`src/design/rcs_pkg.sv`:
```
package rcs_pkg;

	localparam int unsigned ADDR_W = 16;
	localparam int unsigned COST_W = 16;
	localparam int unsigned ENERGY_W = 32;
	localparam int unsigned DIST_W = 32;
	localparam int unsigned SCALE_W = 16;
	localparam int unsigned DELAY_W = 16;
	localparam int unsigned PROD_W = 48;
	localparam int unsigned DIV_STEPS = 48;
	localparam int unsigned DIV_CNT_W = 6;

	localparam logic [1:0] OP_CLEAR = 2'd0;
	localparam logic [1:0] OP_ADD = 2'd1;
	localparam logic [1:0] OP_SELECT = 2'd2;

	localparam logic [1:0] STAT_OK = 2'd0;
	localparam logic [1:0] STAT_FULL = 2'd1;
	localparam logic [1:0] STAT_EMPTY = 2'd2;
	localparam logic [1:0] STAT_ZERO_DIST = 2'd3;

	localparam logic [1:0] REG_ENERGY_MAX = 2'd0;
	localparam logic [1:0] REG_COST_SCALE = 2'd1;
	localparam logic [1:0] REG_TYPICAL_DELAY = 2'd2;

	localparam logic [ENERGY_W-1:0] ENERGY_MAX_RST = 32'hFFFF_FFFF;
	localparam logic [SCALE_W-1:0] COST_SCALE_RST = 16'd1000;
	localparam logic [DELAY_W-1:0] TYPICAL_DELAY_RST = 16'd10;

	localparam logic [ADDR_W-1:0] NO_RELAY = 16'hFFFF;
	localparam logic [COST_W-1:0] COST_MAX = 16'hFFFF;

	typedef struct packed {
		logic [1:0] operation;
		logic [ADDR_W-1:0] responder_addr;
		logic [ENERGY_W-1:0] energy;
		logic [DIST_W-1:0] distance;
	} req_t;

	typedef struct packed {
		logic [1:0] status;
		logic [ADDR_W-1:0] best_addr;
		logic [COST_W-1:0] best_cost;
		logic [COST_W-1:0] stored_cost;
	} rsp_t;

	typedef struct packed {
		logic [1:0] index;
		logic [31:0] value;
	} cfg_t;

	typedef struct packed {
		logic [ADDR_W-1:0] addr;
		logic [COST_W-1:0] cost;
	} entry_t;

	localparam int unsigned ENTRY_W = $bits(entry_t);

endpackage

```
`src/design/rcs_chan_if.sv`:
```
interface rcs_chan_if #(
	parameter type T = logic
);
	logic valid;
	logic ready;
	T data;

	modport source(output valid, output data, input ready);
	modport sink(input valid, input data, output ready);
endinterface

```
`src/design/rcs_ram.sv`:
```
module rcs_ram #(
	parameter int unsigned WIDTH = 32,
	parameter int unsigned DEPTH = 8
) (
	input  logic clk,
	input  logic we,
	input  logic [((DEPTH > 1) ? $clog2(DEPTH) : 1)-1:0] waddr,
	input  logic [WIDTH-1:0] wdata,
	input  logic [((DEPTH > 1) ? $clog2(DEPTH) : 1)-1:0] raddr,
	output logic [WIDTH-1:0] rdata
);
	logic [WIDTH-1:0] mem [DEPTH];

	always_ff @(posedge clk) begin
		if (we) begin
			mem[waddr] <= wdata;
		end
		rdata <= mem[raddr];
	end
endmodule

```
`src/design/rcs_div.sv`:
```
module rcs_div (
	input  logic clk,
	input  logic arst_n,
	input  logic start,
	input  logic [rcs_pkg::PROD_W-1:0] num,
	input  logic [rcs_pkg::PROD_W-1:0] den,
	output logic done,
	output logic [rcs_pkg::PROD_W-1:0] quotient
);
	localparam int unsigned W = rcs_pkg::PROD_W;

	logic busy_q;
	logic done_q;
	logic [rcs_pkg::DIV_CNT_W-1:0] cnt_q;
	logic [W-1:0] rem_q;
	logic [W-1:0] quo_q;
	logic [W-1:0] den_q;
	logic [W:0] shifted;
	logic [W:0] trial;

	// restoring step: shift in the next numerator bit, keep the difference if it fits
	assign shifted = {rem_q, quo_q[W-1]};
	assign trial = shifted - {1'b0, den_q};

	always_ff @(posedge clk or negedge arst_n) begin
		if (!arst_n) begin
			busy_q <= 1'b0;
			done_q <= 1'b0;
			cnt_q <= '0;
		end else begin
			done_q <= 1'b0;
			if (start) begin
				busy_q <= 1'b1;
				cnt_q <= '0;
			end else if (busy_q) begin
				cnt_q <= cnt_q + rcs_pkg::DIV_CNT_W'(1);
				if (cnt_q == rcs_pkg::DIV_CNT_W'(rcs_pkg::DIV_STEPS - 1)) begin
					busy_q <= 1'b0;
					done_q <= 1'b1;
				end
			end
		end
	end

	always_ff @(posedge clk) begin
		if (start) begin
			rem_q <= '0;
			quo_q <= num;
			den_q <= den;
		end else if (busy_q) begin
			if (!trial[W]) begin
				rem_q <= trial[W-1:0];
			end else begin
				rem_q <= shifted[W-1:0];
			end
			quo_q <= {quo_q[W-2:0], ~trial[W]};
		end
	end

	assign done = done_q;
	assign quotient = quo_q;
endmodule

```
`src/design/relay_candidate_selector.sv`:
```
// Sequence: clear, unused operations, an add with zero distance or delay, and a select on an
// empty table go from idle straight to push. Other adds pass the numerator and denominator
// multiply states, divider start and the 48-step divider wait before push. A select reads and
// checks each stored entry for the best cost, then rescans to the first entry with that address.
// Throughput: one item at a time; the next item is taken once the result is registered.
// Reset (arst_n, asynchronous): table emptied by count, registers to defaults, no RAM sweep.
module relay_candidate_selector #(
	parameter int unsigned TABLE_DEPTH = 8
) (
	input  logic clk,
	input  logic arst_n,
	rcs_chan_if.sink req,
	rcs_chan_if.source rsp,
	rcs_chan_if.sink cfg
);
	localparam int unsigned IDX_W = (TABLE_DEPTH > 1) ? $clog2(TABLE_DEPTH) : 1;
	localparam int unsigned CNT_W = $clog2(TABLE_DEPTH + 1);

	typedef enum logic [9:0] {
		ST_IDLE      = 10'b00_0000_0001,
		ST_MUL_NUM   = 10'b00_0000_0010,
		ST_MUL_DEN   = 10'b00_0000_0100,
		ST_DIV_START = 10'b00_0000_1000,
		ST_DIV_WAIT  = 10'b00_0001_0000,
		ST_SCAN1_RD  = 10'b00_0010_0000,
		ST_SCAN1_CHK = 10'b00_0100_0000,
		ST_SCAN2_RD  = 10'b00_1000_0000,
		ST_SCAN2_CHK = 10'b01_0000_0000,
		ST_PUSH      = 10'b10_0000_0000
	} state_t;

	state_t state_q;

	logic [rcs_pkg::ENERGY_W-1:0] energy_max_q;
	logic [rcs_pkg::SCALE_W-1:0] cost_scale_q;
	logic [rcs_pkg::DELAY_W-1:0] typical_delay_q;

	logic [CNT_W-1:0] count_q;
	logic [IDX_W-1:0] idx_q;

	logic [rcs_pkg::ADDR_W-1:0] addr_q;
	logic [rcs_pkg::ENERGY_W-1:0] energy_q;
	logic [rcs_pkg::DIST_W-1:0] dist_q;
	logic [rcs_pkg::PROD_W-1:0] num_q;
	logic [rcs_pkg::PROD_W-1:0] den_q;
	logic [rcs_pkg::COST_W-1:0] best_cost_q;
	logic [rcs_pkg::ADDR_W-1:0] best_addr_q;

	rcs_pkg::rsp_t res_q;
	rcs_pkg::rsp_t out_q;
	logic out_valid_q;

	logic [rcs_pkg::ENERGY_W-1:0] mul_a;
	logic [rcs_pkg::SCALE_W-1:0] mul_b;
	logic [rcs_pkg::PROD_W-1:0] mul_prod;

	logic div_start;
	logic div_done;
	logic [rcs_pkg::PROD_W-1:0] div_quo;
	logic [rcs_pkg::COST_W-1:0] sat_cost;

	logic ram_we;
	logic [rcs_pkg::ENTRY_W-1:0] ram_wdata;
	logic [rcs_pkg::ENTRY_W-1:0] ram_rdata;
	rcs_pkg::entry_t ent;
	rcs_pkg::entry_t wr_ent;

	logic table_full;
	logic last_entry;
	logic can_load;
	logic accept;

	// configuration port
	assign cfg.ready = 1'b1;

	always_ff @(posedge clk or negedge arst_n) begin
		if (!arst_n) begin
			energy_max_q <= rcs_pkg::ENERGY_MAX_RST;
			cost_scale_q <= rcs_pkg::COST_SCALE_RST;
			typical_delay_q <= rcs_pkg::TYPICAL_DELAY_RST;
		end else if (cfg.valid) begin
			unique case (cfg.data.index)
				rcs_pkg::REG_ENERGY_MAX: energy_max_q <= cfg.data.value;
				rcs_pkg::REG_COST_SCALE: cost_scale_q <= cfg.data.value[rcs_pkg::SCALE_W-1:0];
				rcs_pkg::REG_TYPICAL_DELAY: begin
					typical_delay_q <= cfg.data.value[rcs_pkg::DELAY_W-1:0];
				end
				default: ;
			endcase
		end
	end

	// shared multiplier: numerator first, then denominator
	always_comb begin
		if (state_q == ST_MUL_NUM) begin
			mul_a = energy_q;
			mul_b = cost_scale_q;
		end else begin
			mul_a = dist_q;
			mul_b = typical_delay_q;
		end
	end

	assign mul_prod = rcs_pkg::PROD_W'(mul_a) * rcs_pkg::PROD_W'(mul_b);

	assign div_start = (state_q == ST_DIV_START);

	rcs_div u_div (
		.clk      (clk),
		.arst_n   (arst_n),
		.start    (div_start),
		.num      (num_q),
		.den      (den_q),
		.done     (div_done),
		.quotient (div_quo)
	);

	assign sat_cost = (div_quo[rcs_pkg::PROD_W-1:rcs_pkg::COST_W] != '0) ?
		rcs_pkg::COST_MAX : div_quo[rcs_pkg::COST_W-1:0];

	assign table_full = (count_q >= CNT_W'(TABLE_DEPTH));
	assign ram_we = (state_q == ST_DIV_WAIT) && div_done && !table_full;
	assign wr_ent.addr = addr_q;
	assign wr_ent.cost = sat_cost;
	assign ram_wdata = wr_ent;
	assign ent = ram_rdata;

	rcs_ram #(
		.WIDTH (rcs_pkg::ENTRY_W),
		.DEPTH (TABLE_DEPTH)
	) u_table (
		.clk   (clk),
		.we    (ram_we),
		.waddr (count_q[IDX_W-1:0]),
		.wdata (ram_wdata),
		.raddr (idx_q),
		.rdata (ram_rdata)
	);

	assign last_entry = (CNT_W'(idx_q) == (count_q - CNT_W'(1)));
	assign can_load = !out_valid_q || rsp.ready;
	assign req.ready = (state_q == ST_IDLE);
	assign accept = req.valid && req.ready;

	always_ff @(posedge clk or negedge arst_n) begin
		if (!arst_n) begin
			state_q <= ST_IDLE;
			count_q <= '0;
			idx_q <= '0;
			out_valid_q <= 1'b0;
		end else begin
			if (state_q == ST_PUSH && can_load) begin
				out_valid_q <= 1'b1;
			end else if (out_valid_q && rsp.ready) begin
				out_valid_q <= 1'b0;
			end
			unique case (state_q)
				ST_IDLE: begin
					if (accept) begin
						idx_q <= '0;
						unique case (req.data.operation)
							rcs_pkg::OP_CLEAR: begin
								count_q <= '0;
								state_q <= ST_PUSH;
							end
							rcs_pkg::OP_ADD: begin
								if (req.data.distance == '0 || typical_delay_q == '0) begin
									state_q <= ST_PUSH;
								end else begin
									state_q <= ST_MUL_NUM;
								end
							end
							rcs_pkg::OP_SELECT: begin
								if (count_q == '0) begin
									state_q <= ST_PUSH;
								end else begin
									state_q <= ST_SCAN1_RD;
								end
							end
							default: state_q <= ST_PUSH;
						endcase
					end
				end
				ST_MUL_NUM: state_q <= ST_MUL_DEN;
				ST_MUL_DEN: state_q <= ST_DIV_START;
				ST_DIV_START: state_q <= ST_DIV_WAIT;
				ST_DIV_WAIT: begin
					if (div_done) begin
						if (!table_full) begin
							count_q <= count_q + CNT_W'(1);
						end
						state_q <= ST_PUSH;
					end
				end
				ST_SCAN1_RD: state_q <= ST_SCAN1_CHK;
				ST_SCAN1_CHK: begin
					if (last_entry) begin
						idx_q <= '0;
						state_q <= ST_SCAN2_RD;
					end else begin
						idx_q <= idx_q + IDX_W'(1);
						state_q <= ST_SCAN1_RD;
					end
				end
				ST_SCAN2_RD: state_q <= ST_SCAN2_CHK;
				ST_SCAN2_CHK: begin
					if (ent.addr == best_addr_q || last_entry) begin
						state_q <= ST_PUSH;
					end else begin
						idx_q <= idx_q + IDX_W'(1);
						state_q <= ST_SCAN2_RD;
					end
				end
				ST_PUSH: begin
					if (can_load) begin
						state_q <= ST_IDLE;
					end
				end
				default: state_q <= ST_IDLE;
			endcase
		end
	end

	// datapath registers
	always_ff @(posedge clk) begin
		unique case (state_q)
			ST_IDLE: begin
				addr_q <= req.data.responder_addr;
				energy_q <= (req.data.energy > energy_max_q) ? energy_max_q : req.data.energy;
				dist_q <= req.data.distance;
				best_cost_q <= '0;
				best_addr_q <= rcs_pkg::NO_RELAY;
				res_q.best_cost <= '0;
				res_q.stored_cost <= '0;
				if (req.data.operation == rcs_pkg::OP_ADD) begin
					res_q.status <= rcs_pkg::STAT_ZERO_DIST;
					res_q.best_addr <= '0;
				end else if (req.data.operation == rcs_pkg::OP_SELECT) begin
					res_q.status <= rcs_pkg::STAT_EMPTY;
					res_q.best_addr <= rcs_pkg::NO_RELAY;
				end else begin
					res_q.status <= rcs_pkg::STAT_OK;
					res_q.best_addr <= '0;
				end
			end
			ST_MUL_NUM: num_q <= mul_prod;
			ST_MUL_DEN: den_q <= mul_prod;
			ST_DIV_WAIT: begin
				res_q.status <= table_full ? rcs_pkg::STAT_FULL : rcs_pkg::STAT_OK;
				res_q.stored_cost <= sat_cost;
			end
			ST_SCAN1_CHK: begin
				// later entries win ties
				if (ent.cost >= best_cost_q) begin
					best_cost_q <= ent.cost;
					best_addr_q <= ent.addr;
				end
			end
			ST_SCAN2_CHK: begin
				res_q.status <= rcs_pkg::STAT_OK;
				res_q.best_addr <= best_addr_q;
				res_q.best_cost <= ent.cost;
				res_q.stored_cost <= '0;
			end
			ST_PUSH: begin
				if (can_load) begin
					out_q <= res_q;
				end
			end
			default: ;
		endcase
	end

	assign rsp.valid = out_valid_q;
	assign rsp.data = out_q;

`ifndef SYNTHESIS
	a_count_bound: assert property (@(posedge clk) disable iff (!arst_n)
		count_q <= CNT_W'(TABLE_DEPTH))
		else $error("entry count exceeds table depth");

	a_accept_leaves_idle: assert property (@(posedge clk) disable iff (!arst_n)
		(req.valid && req.ready) |=> (state_q != ST_IDLE))
		else $error("sequencer stayed idle after taking a beat");

	a_div_done_state: assert property (@(posedge clk) disable iff (!arst_n)
		div_done |-> (state_q == ST_DIV_WAIT))
		else $error("divider finished outside its wait state");

	a_write_has_room: assert property (@(posedge clk) disable iff (!arst_n)
		ram_we |-> (count_q < CNT_W'(TABLE_DEPTH)))
		else $error("table written while full");
`endif

endmodule

```
`src/flat_wrapper.sv`:
```
// flat-port wrapper written by rule: the top's interface ports become plain ports
module relay_candidate_selector_flat 
#(
	parameter int unsigned TABLE_DEPTH = 8
)
  (clk, arst_n, req_valid, req_data, req_ready, rsp_valid, rsp_data, rsp_ready, cfg_valid, cfg_data, cfg_ready);
  rcs_chan_if #(.T(rcs_pkg::req_t)) req_i ();
  rcs_chan_if #(.T(rcs_pkg::rsp_t)) rsp_i ();
  rcs_chan_if #(.T(rcs_pkg::cfg_t)) cfg_i ();
  input  logic clk;
  input  logic arst_n;
  input wire logic [$bits(req_i.valid)-1:0] req_valid;
  input wire logic [$bits(req_i.data)-1:0] req_data;
  output wire logic [$bits(req_i.ready)-1:0] req_ready;
  output wire logic [$bits(rsp_i.valid)-1:0] rsp_valid;
  output wire logic [$bits(rsp_i.data)-1:0] rsp_data;
  input wire logic [$bits(rsp_i.ready)-1:0] rsp_ready;
  input wire logic [$bits(cfg_i.valid)-1:0] cfg_valid;
  input wire logic [$bits(cfg_i.data)-1:0] cfg_data;
  output wire logic [$bits(cfg_i.ready)-1:0] cfg_ready;
  assign req_i.valid = req_valid;
  assign req_i.data = req_data;
  assign req_ready = req_i.ready;
  assign rsp_valid = rsp_i.valid;
  assign rsp_data = rsp_i.data;
  assign rsp_i.ready = rsp_ready;
  assign cfg_i.valid = cfg_valid;
  assign cfg_i.data = cfg_data;
  assign cfg_ready = cfg_i.ready;
  relay_candidate_selector #(.TABLE_DEPTH(TABLE_DEPTH)) u_core (.clk(clk), .arst_n(arst_n), .req(req_i), .rsp(rsp_i), .cfg(cfg_i));
endmodule
```
`config.mk`:
```
export PLATFORM = sky130hd
export DESIGN_NAME = relay_candidate_selector_flat
export DESIGN_NICKNAME = d
export VERILOG_FILES = /design/src/design/rcs_pkg.sv /design/src/design/rcs_chan_if.sv /design/src/design/rcs_ram.sv /design/src/design/rcs_div.sv /design/src/design/relay_candidate_selector.sv /design/src/flat_wrapper.sv
export SDC_FILE = /design/constraint.sdc
export NUM_CORES = 2
export LEC_CHECK = 0
export ABC_AREA = 1
export BUFFER_PORTS_ARGS = -buffer_cell sky130_fd_sc_hd__buf_4
export CORE_MARGIN = 3
export CORE_UTILIZATION = 50
export CTS_BUF_LIST = sky130_fd_sc_hd__clkbuf_16
export CTS_CLUSTER_SIZE = 30
export DETAILED_ROUTE_END_ITERATION = 8
export PLACE_DENSITY = 0.66
export SETUP_SLACK_MARGIN = 0.3
export SLEW_MARGIN = 0
export SYNTH_ARGS = -nofsm -noshare
export SYNTH_HDL_FRONTEND = slang
export SYNTH_SLANG_ARGS = --single-unit
export TNS_END_PERCENT = 10
```
`constraint.sdc`:
```
create_clock -name clk -period 18 [get_ports clk]
set_clock_uncertainty 0.2 [all_clocks]
set_input_delay 0.9 -clock clk [delete_from_list [all_inputs] [get_ports clk]]
set_output_delay 0.9 -clock clk [all_outputs]
set_load 0.05 [all_outputs]
```
# Yosys cells after proc, flatten, opt, wreduce, memory -nomap -nowiden
# Memory sizes are Yosys's and may differ from the RTL's. A register that Yosys moved wholly into a read port is not among the register bits.
# Cells that the tools add are included.
[totals]
n_memories = 1
elab_cells = 143
in_bits = 121
mem_bits_rw = 256
reg_bits = 542
out_inout_bits = 53
[memory_table]
columns = ["memory", "words", "word_bits", "rd", "rd_ports_with_merged_regs", "wr", "line", "text"]
rows = [
  ["u_core.u_table.mem", 8, 32, 1, 1, 1, "rcs_ram.sv:12", "logic [WIDTH-1:0] mem [DEPTH];"],
]
[classes]
n_eq_ne = 24
add_sub_neg = 5
n_bitwise = 1
reduce_logical = 33
magnitude_cmp = 3
muxes = 47
multipliers = 1
[op_table]
columns = ["cell", "n"]
rows = [
  ["$mux W48", 3],
  ["$pmux W10 S10", 1],
  ["$pmux W16 S2", 3],
  ["$mux W16", 4],
  ["$mux W32", 2],
  ["$pmux W32 S2", 1],
  ["$mux W10", 6],
  ["$sub A49 B48 Y49", 1],
  ["$mul A32 B16 Y48", 1],
  ["$mux W18", 2],
  ["$gt A32 B32 Y1", 1],
  ["$logic_not A32 Y1", 1],
  ["$reduce_bool A32 Y1", 1],
  ["$pmux W10 S2", 1],
  ["$eq A16 B16 Y1", 1],
  ["$ge A16 B16 Y1", 1],
  ["$logic_not A16 Y1", 1],
  ["$mux W4", 4],
  ["$mux W6", 2],
  ["$reduce_bool A2 Y1", 6],
  ["$mux W1", 11],
  ["$eq A10 B1 Y1 const B", 1],
  ["$eq A10 B10 Y1 const B", 1],
  ["$eq A10 B2 Y1 const B", 1],
  ["other kinds (34)", 57],
]

# Depth between registers and ports, before layout
[logic_depth]
depth_word = 6
mapped_depth = 33

# Hierarchy
# A second synthesis with hierarchy kept.
[hier_totals]
cells_unflattened = 6344
area_unflattened_um2 = 55195.4
[modules_own_cells]
columns = ["mod", "instances", "seq_area_each_um2", "cells_per_inst", "area_each_um2"]
rows = [
  ["relay_candidate_selector", 1, 11352.1, 3576, 32827.7],
  ["rcs_ram", 1, 8328.0, 1156, 11872.6],
  ["rcs_div", 1, 4043.9, 1612, 10495.1],
]

# Least setup slack after synthesis
# No wires, ideal clock.
[synth_path]
path_kind = "reg-to-reg"
startpoint = "reg u_core.state_q[9]"
endpoint = "reg u_core.den_q[39] in the netlist's numbering (data pin)"
n_path_buf = 1
setup_ns = 0.255
required_ns = 17.545
path_stages_with_launch = 32
period_less_slack_ns = 7.495
setup_slack_ns = 10.505
arrival_ns = 7.040
cell_sequence = "dfrtp_1 > nor2_4 > inv_2 > nor3_2 > nand2_1 > inv_1 > or2_2 > o21ai_2 > inv_2 > buf_2 > nand2_1 > fa_1 > inv_1 > fa_1 > inv_1 > fa_1 > inv_1 > fa_1 > fa_1 > inv_1 > fa_1 > inv_1 > ha_1 > nand2_1 > o21ai_0 > a21oi_1 > o21ai_0 > nand2_1 > nand2_1 > nand2_1 > inv_1 > nor2_1"
[synth_via]
elab_chain_cells = 3
[synth_rtl]
columns = ["item", "line", "text"]
rows = [
  ["start, declared", "relay_candidate_selector.sv:32", "state_t state_q;"],
  ["start signal, assigned", "relay_candidate_selector.sv:147", "state_q <= ST_IDLE;"],
  ["start signal, assigned", "relay_candidate_selector.sv:164", "state_q <= ST_PUSH;"],
  ["start signal, assigned", "relay_candidate_selector.sv:168", "state_q <= ST_PUSH;"],
  ["$eq A10 B2 Y1 *", "relay_candidate_selector.sv:95", "if (state_q == ST_MUL_NUM) begin"],
  ["$mux W32 / $mux W16 (equally long branches)", "relay_candidate_selector.sv:95", ""],
  ["$mul A32 B16 Y48 *", "relay_candidate_selector.sv:104", "assign mul_prod = rcs_pkg::PROD_W'(mul_a) * rcs_pkg::PROD_W'(mul_b);"],
  ["named net u_core.mul_prod (one bit)", "relay_candidate_selector.sv:55", "logic [rcs_pkg::PROD_W-1:0] mul_prod;"],
  ["end signal, assigned", "relay_candidate_selector.sv:247", "ST_MUL_DEN: den_q <= mul_prod;"],
  ["end, declared", "relay_candidate_selector.sv:45", "logic [rcs_pkg::PROD_W-1:0] den_q;"],
]
# The timed path passes the listed nets; every way through them passes the cells marked *.
# A chain may end at the register's enable or synchronous reset.

# Worst setup path after layout
[layout_path]
startpoint = "reg u_core.state_q[7]"
endpoint = "reg u_core.den_q[17] in the netlist's numbering (data pin)"
# Same word-level chain as after synthesis.

==> qor.yml <==
global_routing:
  grtUsageTotal_pct: 25.2
  grt_max_degree: 88
  grt_pass1_wl_mm: 219
  antenna_found_initial: 1
  first_global_vias: 39200
  globalRoute.totalOverflow: 0
final_layout:
  final_nets: 6635
  layout_common_cells: "1,337 x nand2_1, 985 x inv_1, 755 x nor2_1"
  n_antenna_cell: 0
  syn_to_final_growth_pct: 10.3
  drive_gt1_share_pct: 8.75
  layout_commonest_cell: "nand2_1"
  nFillCells: 9371
  post-route-util_pct: 55.7
  instances_no_fill: 7334
worst_setup_path:
  crit_path_top_delay_cell: "o21ai_2"
  rr_worst_depth: 25
  cp-end-kind: "flop"
  cpMostUsedCell: "fa_1"
  crit_fanout: 62
  start_kind: "flop"
  cpPeakStageDelay_ps: 630
  cp.required_ps: 18190
  arrival_ps: 9090
  critPathKind: "flop to flop"
sta:
  final_max_slew_viol_count: 0
  relSlewSlack_pct: 19.8
  fin_crit_sh_pct: 49.4
  finalSetupTns_ps: 0
  setup_viol: 0
  rsz0062_at_grt: "false"
  hold_viol: 0
  fin_crit_ps: 8900
  max_freq_ghz: 0.112
  worst_pin_slew_ps: 1200
floorplanning:
  io_pins: 174
  fp-row-count: 119
  start_util_pct: 50.5
  coreArea_um2: 105000
  fp.dieW_um: 332
  fp.dieArea_um2: 110000
  dieHeight_um: 332
cts:
  cts-resized-gates: 0
  htree_levels: 3
  root_buffer: "clkbuf_16"
  cts_sinks: 830
  holdBufCountCts: 1
  clkTransAtPathRegs_ps: 60
  cts_tree: "done"
  clk_latency_ps: 690
  clock_path_buffers: 3
  cts_buffers: 87
  cts_setup_buffers: 0
logic_synthesis:
  netlist_instances: 5742
  syn-num-nets: 6506
  dominantRegCellSynth: "edfxtp_1"
  synth-seq-area-share_pct: 44.6
  yosys_warnings: 0
  synth-seq-cells: 830
  synth_area_um2: 53200
  syn_area_per_cell_um2: 9.26
  ys_types: 54
  synth_edf_count: 660
  async_flop_share_pct: 10.8
route:
  via_per_inst: 5.28
  drt-total-wl_mm: 138
  routedWlPerCell_um: 18.8
  drtPass1Iterations: 6
  antenna_left: 0
  drc: 0
  dr.first_iter.drc_count: 3128
  via_count: 38700
placement:
  port_buffers: 172
  gp_congestion: 0.943
  dp_hpwl_mm: 101
  dp_cells: 7172
outcome:
  outcome: "finished clean"
hold_path:
  hp-class: "input port to flop"
  hold_path_depth: 1
job:
  max_cap_viol_count: 0
cell type report:
class	count	area [um^2]	area share, %
timing repair buffer	224	1680	2.87
sequential	830	23700	40.4
multi-input combinational	3716	24900	42.5
clock buffer	87	2180	3.71
inverter	1012	3800	6.48
tap	1391	1740	2.97
clock inverter	74	588	1.00
cells in the mapped netlist (2+ instances only):
cell / count / share of area, %
o21ai_2: 15 / 0.25
o21ai_4: 8 / 0.24
a21oi_1: 138 / 1.3
inv_2: 38 / 0.27
nand4_2: 2 / 0.047
a21oi_2: 2 / 0.033
inv_1: 973 / 6.9
nor2_1: 761 / 5.4
buf_1: 12 / 0.085
xnor2_1: 49 / 0.81
xor2_1: 37 / 0.61
a211oi_1: 5 / 0.071
nor4_1: 16 / 0.19
dfrtp_1: 49 / 2.3
o21ai_1: 20 / 0.19
nor3b_1: 2 / 0.028
buf_6: 7 / 0.15
dfxtp_1: 80 / 3.0
o21a_1: 11 / 0.16
o21ai_0: 238 / 2.2
nand3_1: 206 / 1.9
buf_2: 80 / 0.75
nand2_1: 1341 / 9.5
nor2_4: 2 / 0.042
a31oi_1: 34 / 0.40
ha_1: 224 / 5.3
a21o_1: 5 / 0.071
nand2_2: 6 / 0.071
edfxtp_1: 660 / 37
or2_2: 20 / 0.24
nor3_1: 36 / 0.34
buf_4: 3 / 0.042
o21bai_1: 9 / 0.13
dfstp_2: 41 / 2.0
nand3b_1: 21 / 0.30
nand4_1: 33 / 0.39
a21boi_0: 2 / 0.028
nor2_2: 5 / 0.059
o211ai_1: 5 / 0.071
o22ai_1: 33 / 0.39
clkbuf_1: 82 / 0.58
fa_1: 419 / 16
kinds of logic (layout without fill, tap and decap cells):
group / after synthesis / count (layout) / synth area share (%)
AND/OR/NAND/NOR: 2457 / 2457 / 18.6
buffers and inverters: 1196 / 1397 / 8.75
flip-flops: 830 / 830 / 44.6
adder cells (fa/ha/maj): 643 / 643 / 21.0
AO/OA/AOI/OAI: 529 / 529 / 5.62
XOR/XNOR: 86 / 86 / 1.42
other: 1 / 1 / 0.00705
state kept, by name, indices dropped and copies added (netlist names), 48 cells and up:
register	cells
u_core.u_div.den_q	48
u_core.u_div.quotient	48
u_core.u_div.rem_q	48
u_core.rsp.data	50
u_core.den_q	48
u_core.num_q	48
u_core.res_q	50
u_core.u_table.mem	256
critical path, delay by kind of cell, from the launching register on:
family,cells,cell delay [ps]
AOI/OAI and AO/OA,3,1440
and+or+nand+nor,8,1620
DFF,1,400
buffers and inverters,6,1120
xor gates and xnor gates,1,530
adders and majority gates,7,3220
per-stage QoR:
| stage | setup slack (ps) | instance area [um^2] | hold slack, ps |
|---|---|---|---|
| 6_report | 9100 | 58700 | 202 |
| 5_1_grt | 8790 | 58700 | 167 |
| 4_1_cts | 9250 | 58700 | 155 |
| 3_5_place_dp | 9300 | 55900 | 205 |
| 3_3_place_gp | 9280 | 55900 | 202 |
| 2_1_floorplan | 10510 | 53200 | 200 |
metal layers:
metal / vias up / GRT usage, % / part of all wire [%]
met2: 1412 / 41.4 / 47
li1: 18400 / - / -
met3: 241 / 4.21 / 7.4
met1: 18700 / 34.2 / 43
met4: 0 / 8.25 / 3.3
met5: - / 0 / 0
worst paths after layout:
kind                                                      end                           start  slack, ps
setup / recovery                   u_core.den_q[17]$_DFFE_PP_   u_core.state_q[7]$_DFFE_PN0P_       9100
hold / removal                     u_core.addr_q[8]$_DFFE_PP_                    req_data[72]        200
setup reg to reg                   u_core.den_q[17]$_DFFE_PP_   u_core.state_q[7]$_DFFE_PN0P_       9100
hold reg to reg                 u_core.rsp.data[29]$_DFFE_PP_  u_core.res_q[29]$_SDFFCE_PN0P_        210
max in group asynchronous  u_core.cost_scale_q[1]$_DFFE_PN0P_                          arst_n      15840
min in group asynchronous       u_core.state_q[2]$_DFFE_PN0P_                          arst_n        550
Power is not shown: default switching activity piles up to over one toggle a cycle in this logic, so the estimate is an artifact.
